--- src/rtl/core/sbcc_pkg.sv ---
package sbcc_pkg;

  localparam int POS_W      = 24;
  localparam int SCL_W      = 16;
  localparam int MUL_W      = 24;
  localparam int PROD_W     = 2 * MUL_W;
  localparam int HALF_W     = POS_W + SCL_W;
  localparam int HALF_SPLIT = HALF_W / 2;
  localparam int DMAG_W     = POS_W + 2;
  localparam int DD_W       = DMAG_W + 1;
  localparam int FRAC_SH    = 8;
  localparam int CMP_W      = HALF_W + 1;
  localparam int ACC_W      = 2 * HALF_W;
  localparam int SH_HH      = 2 * HALF_SPLIT;
  localparam int SH_HL      = HALF_SPLIT + 1;

  localparam logic OP_LOAD   = 1'b0;
  localparam logic OP_TEST   = 1'b1;
  localparam logic SHP_RECT  = 1'b0;
  localparam logic SHP_ROUND = 1'b1;

  typedef enum logic [1:0] {
    KIND_NONE = 2'd0,
    KIND_BB   = 2'd1,
    KIND_BC   = 2'd2
  } kind_t;

  typedef enum logic [3:0] {
    ST_IDLE,
    ST_MUL_BX,
    ST_MUL_BY,
    ST_MUL_OX,
    ST_MUL_OY,
    ST_BB_X,
    ST_BB_Y,
    ST_GAP_X,
    ST_GAP_Y,
    ST_SQ,
    ST_SQ_END,
    ST_DONE
  } state_t;

  typedef enum logic [2:0] {
    MOP_BX,
    MOP_BY,
    MOP_OX,
    MOP_OY,
    MOP_SQ
  } mop_t;

  typedef enum logic [1:0] {
    SQ_RAD,
    SQ_GAPX,
    SQ_GAPY
  } sq_sel_t;

  typedef enum logic [1:0] {
    PART_HH,
    PART_HL,
    PART_LL
  } sq_part_t;

  typedef struct packed {
    logic     busy;
    mop_t     mop;
    logic     wr_hx;
    logic     wr_hy;
    logic     wr_ox;
    logic     wr_oy;
    logic     bb_x;
    logic     bb_y;
    logic     gap_x;
    logic     gap_y;
    logic     sq_issue;
    sq_sel_t  sq_sel;
    sq_part_t sq_part;
    logic     done_ld;
  } ctl_t;

endpackage

--- src/rtl/core/sbcc_in_if.sv ---
interface sbcc_in_if;
  logic                              valid;
  logic                              ready;
  logic                              opcode;
  logic                              shape;
  logic signed [sbcc_pkg::POS_W-1:0] pos_x;
  logic signed [sbcc_pkg::POS_W-1:0] pos_y;
  logic signed [sbcc_pkg::POS_W-1:0] offset_x;
  logic signed [sbcc_pkg::POS_W-1:0] offset_y;
  logic signed [sbcc_pkg::POS_W-1:0] coll_width;
  logic signed [sbcc_pkg::POS_W-1:0] coll_height;
  logic signed [sbcc_pkg::SCL_W-1:0] scale_x;
  logic signed [sbcc_pkg::SCL_W-1:0] scale_y;

  modport source (
    output valid, opcode, shape, pos_x, pos_y, offset_x, offset_y,
           coll_width, coll_height, scale_x, scale_y,
    input  ready
  );

  modport sink (
    input  valid, opcode, shape, pos_x, pos_y, offset_x, offset_y,
           coll_width, coll_height, scale_x, scale_y,
    output ready
  );
endinterface

--- src/rtl/core/sbcc_out_if.sv ---
interface sbcc_out_if;
  logic       valid;
  logic       ready;
  logic       hit;
  logic [1:0] test_kind;

  modport source (
    output valid, hit, test_kind,
    input  ready
  );

  modport sink (
    input  valid, hit, test_kind,
    output ready
  );
endinterface

--- src/rtl/core/sbcc_mul.sv ---
module sbcc_mul (
  input  logic                         clk,
  input  logic [sbcc_pkg::MUL_W-1:0]   a,
  input  logic [sbcc_pkg::MUL_W-1:0]   b,
  output logic [sbcc_pkg::PROD_W-1:0]  p
);

  logic [sbcc_pkg::PROD_W-1:0] p_r;

  always_ff @(posedge clk) begin
    p_r <= sbcc_pkg::PROD_W'(a) * sbcc_pkg::PROD_W'(b);
  end

  assign p = p_r;

endmodule

--- src/rtl/core/sbcc_seq.sv ---
module sbcc_seq (
  input  logic            clk,
  input  logic            rst_n,
  input  logic            start,
  input  sbcc_pkg::kind_t kind,
  input  logic            out_free,
  output sbcc_pkg::ctl_t  ctl
);

  sbcc_pkg::state_t   state_r, state_nxt;
  sbcc_pkg::sq_sel_t  sq_sel_r, sq_sel_nxt;
  sbcc_pkg::sq_part_t sq_part_r, sq_part_nxt;

  always_ff @(posedge clk) begin
    if (!rst_n) begin
      state_r   <= sbcc_pkg::ST_IDLE;
      sq_sel_r  <= sbcc_pkg::SQ_RAD;
      sq_part_r <= sbcc_pkg::PART_HH;
    end else begin
      state_r   <= state_nxt;
      sq_sel_r  <= sq_sel_nxt;
      sq_part_r <= sq_part_nxt;
    end
  end

  always_comb begin
    state_nxt   = state_r;
    sq_sel_nxt  = sq_sel_r;
    sq_part_nxt = sq_part_r;
    case (state_r)
      sbcc_pkg::ST_IDLE: begin
        if (start) state_nxt = sbcc_pkg::ST_MUL_BX;
      end
      sbcc_pkg::ST_MUL_BX: begin
        state_nxt = (kind == sbcc_pkg::KIND_NONE) ? sbcc_pkg::ST_DONE : sbcc_pkg::ST_MUL_BY;
      end
      sbcc_pkg::ST_MUL_BY: state_nxt = sbcc_pkg::ST_MUL_OX;
      sbcc_pkg::ST_MUL_OX: begin
        state_nxt = (kind == sbcc_pkg::KIND_BB) ? sbcc_pkg::ST_MUL_OY : sbcc_pkg::ST_GAP_X;
      end
      sbcc_pkg::ST_MUL_OY: state_nxt = sbcc_pkg::ST_BB_X;
      sbcc_pkg::ST_BB_X:   state_nxt = sbcc_pkg::ST_BB_Y;
      sbcc_pkg::ST_BB_Y:   state_nxt = sbcc_pkg::ST_DONE;
      sbcc_pkg::ST_GAP_X:  state_nxt = sbcc_pkg::ST_GAP_Y;
      sbcc_pkg::ST_GAP_Y: begin
        state_nxt   = sbcc_pkg::ST_SQ;
        sq_sel_nxt  = sbcc_pkg::SQ_RAD;
        sq_part_nxt = sbcc_pkg::PART_HH;
      end
      sbcc_pkg::ST_SQ: begin
        case (sq_part_r)
          sbcc_pkg::PART_HH: sq_part_nxt = sbcc_pkg::PART_HL;
          sbcc_pkg::PART_HL: sq_part_nxt = sbcc_pkg::PART_LL;
          default: begin
            sq_part_nxt = sbcc_pkg::PART_HH;
            case (sq_sel_r)
              sbcc_pkg::SQ_RAD:  sq_sel_nxt = sbcc_pkg::SQ_GAPX;
              sbcc_pkg::SQ_GAPX: sq_sel_nxt = sbcc_pkg::SQ_GAPY;
              default:           state_nxt  = sbcc_pkg::ST_SQ_END;
            endcase
          end
        endcase
      end
      sbcc_pkg::ST_SQ_END: state_nxt = sbcc_pkg::ST_DONE;
      sbcc_pkg::ST_DONE: begin
        if (out_free) state_nxt = sbcc_pkg::ST_IDLE;
      end
      default: state_nxt = sbcc_pkg::ST_IDLE;
    endcase
  end

  always_comb begin
    ctl         = '0;
    ctl.mop     = sbcc_pkg::MOP_BX;
    ctl.sq_sel  = sq_sel_r;
    ctl.sq_part = sq_part_r;
    ctl.busy    = (state_r != sbcc_pkg::ST_IDLE);
    case (state_r)
      sbcc_pkg::ST_MUL_BX: ctl.mop = sbcc_pkg::MOP_BX;
      sbcc_pkg::ST_MUL_BY: begin
        ctl.mop   = sbcc_pkg::MOP_BY;
        ctl.wr_hx = 1'b1;
      end
      sbcc_pkg::ST_MUL_OX: begin
        ctl.mop   = sbcc_pkg::MOP_OX;
        ctl.wr_hy = 1'b1;
      end
      sbcc_pkg::ST_MUL_OY: begin
        ctl.mop   = sbcc_pkg::MOP_OY;
        ctl.wr_ox = 1'b1;
      end
      sbcc_pkg::ST_BB_X: begin
        ctl.wr_oy = 1'b1;
        ctl.bb_x  = 1'b1;
      end
      sbcc_pkg::ST_BB_Y: ctl.bb_y = 1'b1;
      sbcc_pkg::ST_GAP_X: begin
        ctl.wr_ox = 1'b1;
        ctl.gap_x = 1'b1;
      end
      sbcc_pkg::ST_GAP_Y: ctl.gap_y = 1'b1;
      sbcc_pkg::ST_SQ: begin
        ctl.mop      = sbcc_pkg::MOP_SQ;
        ctl.sq_issue = 1'b1;
      end
      sbcc_pkg::ST_DONE: ctl.done_ld = out_free;
      default: ;
    endcase
  end

endmodule

--- src/rtl/core/sprite_box_circle_collision.sv ---
// Collision test of a stored reference sprite against a tested sprite. A load
// word (opcode 0) replaces the reference and gives no result; a test word
// (opcode 1) gives one result word with hit and test_kind. Each test runs on
// a single 24x24 multiplier shared under a small sequencer: box-box uses four
// half-extent products and two axis compares, box-circle uses three products,
// two clamp steps, then nine partial products that build r^2 - gx^2 - gy^2 in
// an 80-bit accumulator, and an unsupported pair skips them and gives no hit.
// The input is held off while a test runs; a finished result sits in the
// output register and a new word is accepted while it waits.
module sprite_box_circle_collision (
  input  logic              clk,
  input  logic              rst_n,
  sbcc_in_if.sink           in_ch,
  sbcc_out_if.source        out_ch
);

  function automatic logic [sbcc_pkg::POS_W-1:0] abs_pos(
    input logic signed [sbcc_pkg::POS_W-1:0] v
  );
    return v[sbcc_pkg::POS_W-1] ? sbcc_pkg::POS_W'(-v) : v;
  endfunction

  function automatic logic [sbcc_pkg::SCL_W-1:0] abs_scl(
    input logic signed [sbcc_pkg::SCL_W-1:0] v
  );
    return v[sbcc_pkg::SCL_W-1] ? sbcc_pkg::SCL_W'(-v) : v;
  endfunction

  sbcc_pkg::ctl_t ctl;
  logic           in_fire;
  logic           start;
  logic           out_free;

  // reference sprite
  logic                              ref_shape_r;
  logic signed [sbcc_pkg::POS_W-1:0] ref_px_r, ref_py_r, ref_ox_r, ref_oy_r;
  logic signed [sbcc_pkg::POS_W-1:0] ref_w_r, ref_h_r;
  logic signed [sbcc_pkg::SCL_W-1:0] ref_sx_r, ref_sy_r;

  // decode
  sbcc_pkg::kind_t                   kind_dec;
  logic                              t_true, r_true, swap;
  logic signed [sbcc_pkg::POS_W:0]   dp_x, dp_y, do_x, do_y;
  logic signed [sbcc_pkg::DD_W-1:0]  dd_x, dd_y;

  // operand latches
  sbcc_pkg::kind_t                   kind_r;
  logic [sbcc_pkg::POS_W-1:0]        bw_r, bh_r, ow_r, oh_r;
  logic [sbcc_pkg::SCL_W-1:0]        bsx_r, bsy_r, osx_r, osy_r;
  logic [sbcc_pkg::DMAG_W-1:0]       dxm_r, dym_r;

  // shared unit
  logic [sbcc_pkg::MUL_W-1:0]        mul_a, mul_b;
  logic [sbcc_pkg::PROD_W-1:0]       prod;
  logic [sbcc_pkg::HALF_W-1:0]       sq_val;
  logic [sbcc_pkg::HALF_SPLIT-1:0]   sq_hi, sq_lo;

  // intermediates
  logic [sbcc_pkg::HALF_W-1:0]       hx_r, hy_r, ox_r, oy_r, gx_r, gy_r;
  logic [sbcc_pkg::CMP_W-1:0]        dx_sc, dy_sc, gx_diff, gy_diff;
  logic                              xok_r, yok_r;
  logic [sbcc_pkg::ACC_W-1:0]        acc_r, acc_term;
  logic                              acc_en_r, acc_sub_r;
  sbcc_pkg::sq_part_t                acc_part_r;

  // output register
  logic                              out_valid_r, out_hit_r;
  sbcc_pkg::kind_t                   out_kind_r;
  logic                              hit_val;

  assign in_ch.ready = ~ctl.busy;
  assign in_fire     = in_ch.valid & in_ch.ready;
  assign start       = in_fire & (in_ch.opcode == sbcc_pkg::OP_TEST);
  assign out_free    = ~out_valid_r | out_ch.ready;

  always_ff @(posedge clk) begin
    if (!rst_n) begin
      ref_shape_r <= sbcc_pkg::SHP_RECT;
      ref_px_r    <= '0;
      ref_py_r    <= '0;
      ref_ox_r    <= '0;
      ref_oy_r    <= '0;
      ref_w_r     <= '0;
      ref_h_r     <= '0;
      ref_sx_r    <= '0;
      ref_sy_r    <= '0;
    end else if (in_fire && in_ch.opcode == sbcc_pkg::OP_LOAD) begin
      ref_shape_r <= in_ch.shape;
      ref_px_r    <= in_ch.pos_x;
      ref_py_r    <= in_ch.pos_y;
      ref_ox_r    <= in_ch.offset_x;
      ref_oy_r    <= in_ch.offset_y;
      ref_w_r     <= in_ch.coll_width;
      ref_h_r     <= in_ch.coll_height;
      ref_sx_r    <= in_ch.scale_x;
      ref_sy_r    <= in_ch.scale_y;
    end
  end

  assign t_true = (in_ch.coll_width == in_ch.coll_height) && (in_ch.scale_x == in_ch.scale_y);
  assign r_true = (ref_w_r == ref_h_r) && (ref_sx_r == ref_sy_r);

  always_comb begin
    kind_dec = sbcc_pkg::KIND_NONE;
    if (ref_shape_r == sbcc_pkg::SHP_RECT && in_ch.shape == sbcc_pkg::SHP_RECT) begin
      kind_dec = sbcc_pkg::KIND_BB;
    end else if (ref_shape_r == sbcc_pkg::SHP_RECT && t_true) begin
      kind_dec = sbcc_pkg::KIND_BC;
    end else if (in_ch.shape == sbcc_pkg::SHP_RECT && r_true) begin
      kind_dec = sbcc_pkg::KIND_BC;
    end
  end

  assign swap = (kind_dec == sbcc_pkg::KIND_BC) && (ref_shape_r == sbcc_pkg::SHP_ROUND);

  // box-box: 2*(dp+do), box-circle: 2*dp+do, both in 2^-9 units
  assign dp_x = (sbcc_pkg::POS_W+1)'(in_ch.pos_x) - (sbcc_pkg::POS_W+1)'(ref_px_r);
  assign dp_y = (sbcc_pkg::POS_W+1)'(in_ch.pos_y) - (sbcc_pkg::POS_W+1)'(ref_py_r);
  assign do_x = (sbcc_pkg::POS_W+1)'(in_ch.offset_x) - (sbcc_pkg::POS_W+1)'(ref_ox_r);
  assign do_y = (sbcc_pkg::POS_W+1)'(in_ch.offset_y) - (sbcc_pkg::POS_W+1)'(ref_oy_r);
  assign dd_x = (sbcc_pkg::DD_W'(dp_x) <<< 1) + ((kind_dec == sbcc_pkg::KIND_BB) ?
                (sbcc_pkg::DD_W'(do_x) <<< 1) : sbcc_pkg::DD_W'(do_x));
  assign dd_y = (sbcc_pkg::DD_W'(dp_y) <<< 1) + ((kind_dec == sbcc_pkg::KIND_BB) ?
                (sbcc_pkg::DD_W'(do_y) <<< 1) : sbcc_pkg::DD_W'(do_y));

  always_ff @(posedge clk) begin
    if (start) begin
      kind_r <= kind_dec;
      bw_r   <= swap ? abs_pos(in_ch.coll_width)  : abs_pos(ref_w_r);
      bh_r   <= swap ? abs_pos(in_ch.coll_height) : abs_pos(ref_h_r);
      bsx_r  <= swap ? abs_scl(in_ch.scale_x)     : abs_scl(ref_sx_r);
      bsy_r  <= swap ? abs_scl(in_ch.scale_y)     : abs_scl(ref_sy_r);
      ow_r   <= swap ? abs_pos(ref_w_r)  : abs_pos(in_ch.coll_width);
      oh_r   <= swap ? abs_pos(ref_h_r)  : abs_pos(in_ch.coll_height);
      osx_r  <= swap ? abs_scl(ref_sx_r) : abs_scl(in_ch.scale_x);
      osy_r  <= swap ? abs_scl(ref_sy_r) : abs_scl(in_ch.scale_y);
      dxm_r  <= dd_x[sbcc_pkg::DD_W-1] ? sbcc_pkg::DMAG_W'(-dd_x) : dd_x[sbcc_pkg::DMAG_W-1:0];
      dym_r  <= dd_y[sbcc_pkg::DD_W-1] ? sbcc_pkg::DMAG_W'(-dd_y) : dd_y[sbcc_pkg::DMAG_W-1:0];
    end
  end

  always_comb begin
    case (ctl.sq_sel)
      sbcc_pkg::SQ_RAD:  sq_val = ox_r;
      sbcc_pkg::SQ_GAPX: sq_val = gx_r;
      default:           sq_val = gy_r;
    endcase
  end

  assign sq_hi = sq_val[sbcc_pkg::HALF_W-1:sbcc_pkg::HALF_SPLIT];
  assign sq_lo = sq_val[sbcc_pkg::HALF_SPLIT-1:0];

  always_comb begin
    case (ctl.mop)
      sbcc_pkg::MOP_BX: begin
        mul_a = bw_r;
        mul_b = sbcc_pkg::MUL_W'(bsx_r);
      end
      sbcc_pkg::MOP_BY: begin
        mul_a = bh_r;
        mul_b = sbcc_pkg::MUL_W'(bsy_r);
      end
      sbcc_pkg::MOP_OX: begin
        mul_a = ow_r;
        mul_b = sbcc_pkg::MUL_W'(osx_r);
      end
      sbcc_pkg::MOP_OY: begin
        mul_a = oh_r;
        mul_b = sbcc_pkg::MUL_W'(osy_r);
      end
      default: begin
        case (ctl.sq_part)
          sbcc_pkg::PART_HH: begin
            mul_a = sbcc_pkg::MUL_W'(sq_hi);
            mul_b = sbcc_pkg::MUL_W'(sq_hi);
          end
          sbcc_pkg::PART_HL: begin
            mul_a = sbcc_pkg::MUL_W'(sq_hi);
            mul_b = sbcc_pkg::MUL_W'(sq_lo);
          end
          default: begin
            mul_a = sbcc_pkg::MUL_W'(sq_lo);
            mul_b = sbcc_pkg::MUL_W'(sq_lo);
          end
        endcase
      end
    endcase
  end

  sbcc_mul u_mul (
    .clk (clk),
    .a   (mul_a),
    .b   (mul_b),
    .p   (prod)
  );

  sbcc_seq u_seq (
    .clk      (clk),
    .rst_n    (rst_n),
    .start    (start),
    .kind     (kind_r),
    .out_free (out_free),
    .ctl      (ctl)
  );

  // centre distance in 2^-17 units
  assign dx_sc   = sbcc_pkg::CMP_W'(dxm_r) << sbcc_pkg::FRAC_SH;
  assign dy_sc   = sbcc_pkg::CMP_W'(dym_r) << sbcc_pkg::FRAC_SH;
  assign gx_diff = dx_sc - sbcc_pkg::CMP_W'(hx_r);
  assign gy_diff = dy_sc - sbcc_pkg::CMP_W'(hy_r);

  always_ff @(posedge clk) begin
    if (ctl.wr_hx) hx_r <= prod[sbcc_pkg::HALF_W-1:0];
    if (ctl.wr_hy) hy_r <= prod[sbcc_pkg::HALF_W-1:0];
    if (ctl.wr_ox) ox_r <= prod[sbcc_pkg::HALF_W-1:0];
    if (ctl.wr_oy) oy_r <= prod[sbcc_pkg::HALF_W-1:0];
    if (ctl.bb_x)  xok_r <= dx_sc <= (sbcc_pkg::CMP_W'(hx_r) + sbcc_pkg::CMP_W'(ox_r));
    if (ctl.bb_y)  yok_r <= dy_sc <= (sbcc_pkg::CMP_W'(hy_r) + sbcc_pkg::CMP_W'(oy_r));
    if (ctl.gap_x) gx_r <= gx_diff[sbcc_pkg::CMP_W-1] ? '0 : gx_diff[sbcc_pkg::HALF_W-1:0];
    if (ctl.gap_y) gy_r <= gy_diff[sbcc_pkg::CMP_W-1] ? '0 : gy_diff[sbcc_pkg::HALF_W-1:0];
  end

  // acc = r^2 - gx^2 - gy^2, one partial product per cycle
  always_ff @(posedge clk) begin
    if (!rst_n) begin
      acc_en_r <= 1'b0;
    end else begin
      acc_en_r <= ctl.sq_issue;
    end
  end

  always_ff @(posedge clk) begin
    acc_sub_r  <= (ctl.sq_sel != sbcc_pkg::SQ_RAD);
    acc_part_r <= ctl.sq_part;
  end

  always_comb begin
    case (acc_part_r)
      sbcc_pkg::PART_HH: acc_term = sbcc_pkg::ACC_W'(prod) << sbcc_pkg::SH_HH;
      sbcc_pkg::PART_HL: acc_term = sbcc_pkg::ACC_W'(prod) << sbcc_pkg::SH_HL;
      default:           acc_term = sbcc_pkg::ACC_W'(prod);
    endcase
  end

  always_ff @(posedge clk) begin
    if (start) begin
      acc_r <= '0;
    end else if (acc_en_r) begin
      acc_r <= acc_sub_r ? (acc_r - acc_term) : (acc_r + acc_term);
    end
  end

  always_comb begin
    case (kind_r)
      sbcc_pkg::KIND_BB: hit_val = xok_r & yok_r;
      sbcc_pkg::KIND_BC: hit_val = ~acc_r[sbcc_pkg::ACC_W-1] & (acc_r != '0);
      default:           hit_val = 1'b0;
    endcase
  end

  always_ff @(posedge clk) begin
    if (!rst_n) begin
      out_valid_r <= 1'b0;
    end else if (ctl.done_ld) begin
      out_valid_r <= 1'b1;
    end else if (out_ch.ready) begin
      out_valid_r <= 1'b0;
    end
  end

  always_ff @(posedge clk) begin
    if (ctl.done_ld) begin
      out_hit_r  <= hit_val;
      out_kind_r <= kind_r;
    end
  end

  assign out_ch.valid     = out_valid_r;
  assign out_ch.hit       = out_hit_r;
  assign out_ch.test_kind = out_kind_r;

endmodule

--- src/flat_wrapper.sv ---
// flat-port wrapper written by rule: the top's interface ports become plain ports
module sprite_box_circle_collision_flat 
  (clk, rst_n, in_ch_valid, in_ch_opcode, in_ch_shape, in_ch_pos_x, in_ch_pos_y, in_ch_offset_x, in_ch_offset_y, in_ch_coll_width, in_ch_coll_height, in_ch_scale_x, in_ch_scale_y, in_ch_ready, out_ch_valid, out_ch_hit, out_ch_test_kind, out_ch_ready);
  sbcc_in_if in_ch_i ();
  sbcc_out_if out_ch_i ();
  input  logic clk;
  input  logic rst_n;
  input wire logic [$bits(in_ch_i.valid)-1:0] in_ch_valid;
  input wire logic [$bits(in_ch_i.opcode)-1:0] in_ch_opcode;
  input wire logic [$bits(in_ch_i.shape)-1:0] in_ch_shape;
  input wire logic [$bits(in_ch_i.pos_x)-1:0] in_ch_pos_x;
  input wire logic [$bits(in_ch_i.pos_y)-1:0] in_ch_pos_y;
  input wire logic [$bits(in_ch_i.offset_x)-1:0] in_ch_offset_x;
  input wire logic [$bits(in_ch_i.offset_y)-1:0] in_ch_offset_y;
  input wire logic [$bits(in_ch_i.coll_width)-1:0] in_ch_coll_width;
  input wire logic [$bits(in_ch_i.coll_height)-1:0] in_ch_coll_height;
  input wire logic [$bits(in_ch_i.scale_x)-1:0] in_ch_scale_x;
  input wire logic [$bits(in_ch_i.scale_y)-1:0] in_ch_scale_y;
  output wire logic [$bits(in_ch_i.ready)-1:0] in_ch_ready;
  output wire logic [$bits(out_ch_i.valid)-1:0] out_ch_valid;
  output wire logic [$bits(out_ch_i.hit)-1:0] out_ch_hit;
  output wire logic [$bits(out_ch_i.test_kind)-1:0] out_ch_test_kind;
  input wire logic [$bits(out_ch_i.ready)-1:0] out_ch_ready;
  assign in_ch_i.valid = in_ch_valid;
  assign in_ch_i.opcode = in_ch_opcode;
  assign in_ch_i.shape = in_ch_shape;
  assign in_ch_i.pos_x = in_ch_pos_x;
  assign in_ch_i.pos_y = in_ch_pos_y;
  assign in_ch_i.offset_x = in_ch_offset_x;
  assign in_ch_i.offset_y = in_ch_offset_y;
  assign in_ch_i.coll_width = in_ch_coll_width;
  assign in_ch_i.coll_height = in_ch_coll_height;
  assign in_ch_i.scale_x = in_ch_scale_x;
  assign in_ch_i.scale_y = in_ch_scale_y;
  assign in_ch_ready = in_ch_i.ready;
  assign out_ch_valid = out_ch_i.valid;
  assign out_ch_hit = out_ch_i.hit;
  assign out_ch_test_kind = out_ch_i.test_kind;
  assign out_ch_i.ready = out_ch_ready;
  sprite_box_circle_collision u_core (.clk(clk), .rst_n(rst_n), .in_ch(in_ch_i), .out_ch(out_ch_i));
endmodule
--- config.mk ---
export PLATFORM = sky130hd
export DESIGN_NAME = sprite_box_circle_collision_flat
export DESIGN_NICKNAME = d
export VERILOG_FILES = /design/src/rtl/core/sbcc_pkg.sv /design/src/rtl/core/sbcc_in_if.sv /design/src/rtl/core/sbcc_out_if.sv /design/src/rtl/core/sbcc_mul.sv /design/src/rtl/core/sbcc_seq.sv /design/src/rtl/core/sprite_box_circle_collision.sv /design/src/flat_wrapper.sv
export SDC_FILE = /design/constraint.sdc
export NUM_CORES = 2
export LEC_CHECK = 0
export BUFFER_PORTS_ARGS = -buffer_cell sky130_fd_sc_hd__buf_2
export CAP_MARGIN = 40
export CORE_MARGIN = 4
export CORE_UTILIZATION = 55
export CTS_CLUSTER_SIZE = 16
export DETAILED_ROUTE_END_ITERATION = 8
export PLACE_DENSITY = 0.74
export SKIP_LAST_GASP = 1
export SLEW_MARGIN = 40
export SYNTH_ARGS = -nofsm -noshare
export SYNTH_HDL_FRONTEND = slang
export SYNTH_HIERARCHICAL = 1
export SYNTH_SLANG_ARGS = --single-unit
--- constraint.sdc ---
create_clock -name clk -period 7.5 [get_ports clk]
set_clock_uncertainty 0.05 [all_clocks]
set_input_delay 0.375 -clock clk [delete_from_list [all_inputs] [get_ports clk]]
set_output_delay 0.375 -clock clk [all_outputs]
set_load 0.03 [all_outputs]
Word level (Yosys, flattened, before mapping)
Cells that the tools add are included.

word-level totals
  input bits = 182
  output and inout bits = 5
  register bits after elaboration = 777

operators by class
  bitwise logic cells = 11
  reduce and logical (&&, ||, !) cells = 24
  order comparisons = 2
  add/sub/neg operators = 22
  eq/ne operators = 30
  muxes and demuxes = 55
  $mul = 1

operators with widths
  kind                                                         count
  24-bit two-way mux                                           8
  24-bit case mux with 4 select lines                          2
  80-bit case mux with 2 select lines                          1
  16-bit two-way mux                                           8
  24-bit by 24-bit subtractor with 25-bit output               4
  24-bit negation                                              4
  40-bit by 40-bit adder with 41-bit output                    2
  34-bit by 41-bit less-or-equal comparator with 1-bit output  2
  34-bit by 40-bit subtractor with 41-bit output               2
  80-bit adder                                                 1
  80-bit two-way mux                                           1
  40-bit case mux with 2 select lines                          1
  80-bit nonzero test                                          1
  80-bit subtractor                                            1
  16-bit negation                                              4
  26-bit by 26-bit adder with 27-bit output                    2
  26-bit two-way mux                                           2
  26-bit negation                                              2
  25-bit two-way mux                                           2
  24-bit equality test                                         2
  24-bit by 24-bit multiplier with 48-bit output               1
  4-bit case mux with 11 select lines                          1
  20-bit two-way mux                                           2
  16-bit equality test                                         2
  other kinds (29)                                             87

Depth between registers and ports, before layout
  word-level depth = 11
  gate-level depth with buffers = 34
  mapped depth without buffers = 31

Hierarchy
Netlist, hierarchy kept.

modules (own cells, without submodules)
  module                       area each (µm²)  times used  cells each
  sprite_box_circle_collision  56389.1          1           6411
  sbcc_mul                     20063.0          1           2242
  sbcc_seq                     598.1            1           81

Least setup slack after synthesis
No wires, ideal clock.

  kind = register -> register
  start point = register u_core.u_seq.state_r[1]
  end point = register u_core.u_mul.p_r, in the netlist u_core/u_mul/p[40]
  path buffers = 4
  path slack = -709 ps
  arrival time = 8087 ps
  clock period less this slack = 8209 ps
  required time = 7378 ps
  stages on the path, launching flop included = 30
  cells stage by stage = dfxtp_1 > buf_2 > nand2b_1 > a21boi_0 > clkbuf_1 > buf_1 > mux4_2 > nor2_1 > a21oi_1 > clkbuf_1 > and2_1 > fa_1 > inv_1 > fa_1 > inv_1 > fa_1 > fa_1 > fa_1 > fa_1 > inv_1 > fa_1 > inv_1 > ha_1 > a211oi_1 > nor2_1 > or3_1 > a2111oi_4 > o21ai_1 > a21oi_1 > xnor2_1

RTL lines
  item                    line            RTL
  from (decl)             sbcc_seq.sv:10  sbcc_pkg::state_t state_r, state_nxt;
  from (signal assigned)  sbcc_seq.sv:16  state_r <= sbcc_pkg::ST_IDLE;
  from (signal assigned)  sbcc_seq.sv:20  state_r <= state_nxt;
  to (signal assigned)    sbcc_mul.sv:11  p_r <= sbcc_pkg::PROD_W'(a) * sbcc_pkg::PROD_W'(b);
  to (decl)               sbcc_mul.sv:8   logic [sbcc_pkg::PROD_W-1:0] p_r;

==> results.ini <==
[floorplan]
die_w_um = 382
core_mm2 = 0.139
initial_utilization = 0.553
die_area_mm2 = 0.146
std_cell_rows = 137
fp.dieH_um = 382
pin_count = 187

[yosys]
ys_ff_latch = 777
synth_edf_count = 459
ys_types = 123
ys_async_sr_fraction = 0
synth_area_leader_cell = edfxtp_1
ys_seq_area_frac = 0.262
postSynthAreaPerCell_um2 = 8.82
synthTopCellsByArea = edfxtp_1 (18%), fa_1 (13%), ha_1 (9.7%), dfxtp_1 (8.3%), nand2_1 (5.5%)
synthFlopType = edfxtp_1
syn_inst = 8734
synth_top_cell_area_share = 0.179
yosys_warnings = 6
netlist_area_mm2 = 0.0771

[grt]
grt_pass1_vias = 66800
antenna_found_initial = 17
grt_max_degree = 142
overflow = 0
grt.total_usage = 0.343
grt_pass1_wl_mm = 391

[timing]
relSlewSlack = 0.340
setup_viol = 25
slew_viol_final = 0
fmax_ghz = 0.127
rsz0062_at_grt = true
finalHoldViolations = 0
period_minus_slack_ps = 7880
tightestPinTransition_ps = 986
fin_ws_ps = -378
hold_ws_ps = 51.9
fin_crit_sh = 1.05

[clocking]
clk_latency_ps = 740
cts_tree = built
htreeDepth = 3
clkTransAtPathRegs_ps = 70
clockRootBuffer = clkbuf_16
cts_num_sinks = 777
cts_buffers = 92
clk_path_buf_depth = 3

[routing]
dr.pass1.iters = 8
drtIter0Drc = 7401
antenna_left = 0
drcViolationCount = 0
routed_wl_mm = 258
vias = 68400
wl_per_cell_um = 22.6
viasPerCell = 6.01

[finish]
area_growth_syn_to_layout_pct = 18.2
final_util = 0.654
mostFrequentLayoutCell = nand2_1
most-common-layout-cells = nand2_1 (1110), inv_1 (824), ha_1 (564), nor2_1 (535), a21oi_1 (474)
fill_cells = 11100
fin_nets = 10700
design_area_mm2 = 0.0911
drive_gt1_frac = 0.155

[setup_path]
critPathLaunchType = flip-flop
path_class = flip-flop to flip-flop
cp_data_required_time_ps = 8030
critPathArrivalTime_ps = 8400
slowest_delay_ps = 580
path_max_fanout = 6
slowest_stage = fa_1
startpoint = u_core/u_seq/state_r[2]$_SDFFE_PN0P_
critPathCaptureType = flip-flop
reg2reg_from = u_core/u_seq/state_r[2]$_SDFFE_PN0P_
cp_common_cell = fa_1
path_buf_inv = 10
critPathTopFamily = adder cells

[outcome]
status = finished, violations left
violations = setup timing

[placed_design]
place_area_mm2 = 0.0831
place_hpwl_mm = 195
port-buffer-count = 186
place.gp.congestion = 1.00

[min_path]
hold_class = primary input to flip-flop
hp-start = rst_n

[job]
drv_cap = 0

routing by layer:
metal	up-vias	share of wire	GRT usage	wire [um]
met5	-	0.000050	0	13
met4	2	0.059	0.170	15200
met3	711	0.098	0.0623	25100
met2	3427	0.44	0.531	114000
met1	33100	0.40	0.465	103000
li1	31200	-	-	-
state kept, by name, summed over array words and instances, names as in the netlist, 26 cells and up:
register and count:
u_core/u_mul/p 48, u_core/hx_r 40, u_core/ox_r 40, u_core/hy_r 40, u_core/dxm_r 26, u_core/acc_r 80
u_core/dym_r 26, u_core/gy_r 40, u_core/oy_r 40, u_core/gx_r 40
per-stage QoR:
stage | worst slack, ps | TNS, ps | std cells
6_report | -378 | -6210 | 11400
5_1_grt | -610 | -11280 | 11400
4_1_cts | -301 | -3300 | 11300
3_5_place_dp | -701 | -15160 | 10900
3_3_place_gp | -648 | -13020 | 10900
2_1_floorplan | -64.2 | -82.0 | 8763
path summary, 6_finish.rpt:
check                                          end  slack (ps)  depth (start not counted)
hold reg to reg   u_core/ref_oy_r[15]$_SDFFE_PN0P_         410                          2
hold / removal     u_core/ref_oy_r[3]$_SDFFE_PN0P_          50                          2
setup reg to reg        u_core/u_mul/p[46]$_DFF_P_        -380                         31
setup / recovery        u_core/u_mul/p[46]$_DFF_P_        -380                         31
worst register-to-register path, delay by kind of cell (launching register included):
kind | cells | cell delay, ps
multiplexers | 1 | 550
buffers and inverters | 10 | 960
flip-flops | 1 | 360
AND/OR/NAND/NOR | 4 | 520
XOR/XNOR | 1 | 150
adder cells (fa/ha/maj) | 8 | 3930
AO/OA/AOI/OAI | 7 | 1270
cell usage after synthesis, types with 19 or more instances:
cell	number
a211oi_1	53
a21boi_0	194
a21o_1	185
a21oi_1	541
a31oi_1	58
and2_1	337
and3_1	45
buf_1	41
buf_2	21
clkbuf_1	313
dfxtp_1	318
edfxtp_1	459
fa_1	491
ha_1	598
inv_1	859
mux2_2	61
mux2i_1	229
mux4_2	40
nand2_1	1130
nand2b_1	55
nand3_1	84
nand4_1	91
nor2_1	584
nor2b_1	92
nor3_1	119
nor4_1	53
o211ai_1	32
o21a_1	59
o21ai_0	371
o21ai_1	20
o21bai_1	50
o31ai_1	65
or2_2	30
or3_1	58
or4_1	19
xnor2_1	379
xor2_1	282
repair_timing:
item	in CTS	in global routing
hold buffers	175	0
pin swaps	149	155
gates resized for setup	310	168
buffers inserted	72	45
cloned	12	2
setup endpoints to repair	31	30
hold endpoints to repair	175	0
cell families after synthesis:
kind of cell	synth area share
other	0.0000487
XOR/XNOR	0.0751
AO/OA/AOI/OAI	0.153
multiplexers	0.0508
AND/OR/NAND/NOR	0.172
buffers and inverters	0.0622
flip-flops	0.262
adder cells (fa/ha/maj)	0.225
final cells by class:
class	instances	area (um2)	area share
multi-input combinational	6740	54200	0.595
sequential	777	20200	0.222
timing repair buffer	937	7920	0.0870
inverter	862	3250	0.0356
clock buffer	111	2450	0.0269
tap	1876	2350	0.0258
clock inverter	62	739	0.00812
antenna	8	20.0	0.000220
Power is not shown: default switching activity piles up to over one toggle a cycle in this logic, so the estimate is an artifact.
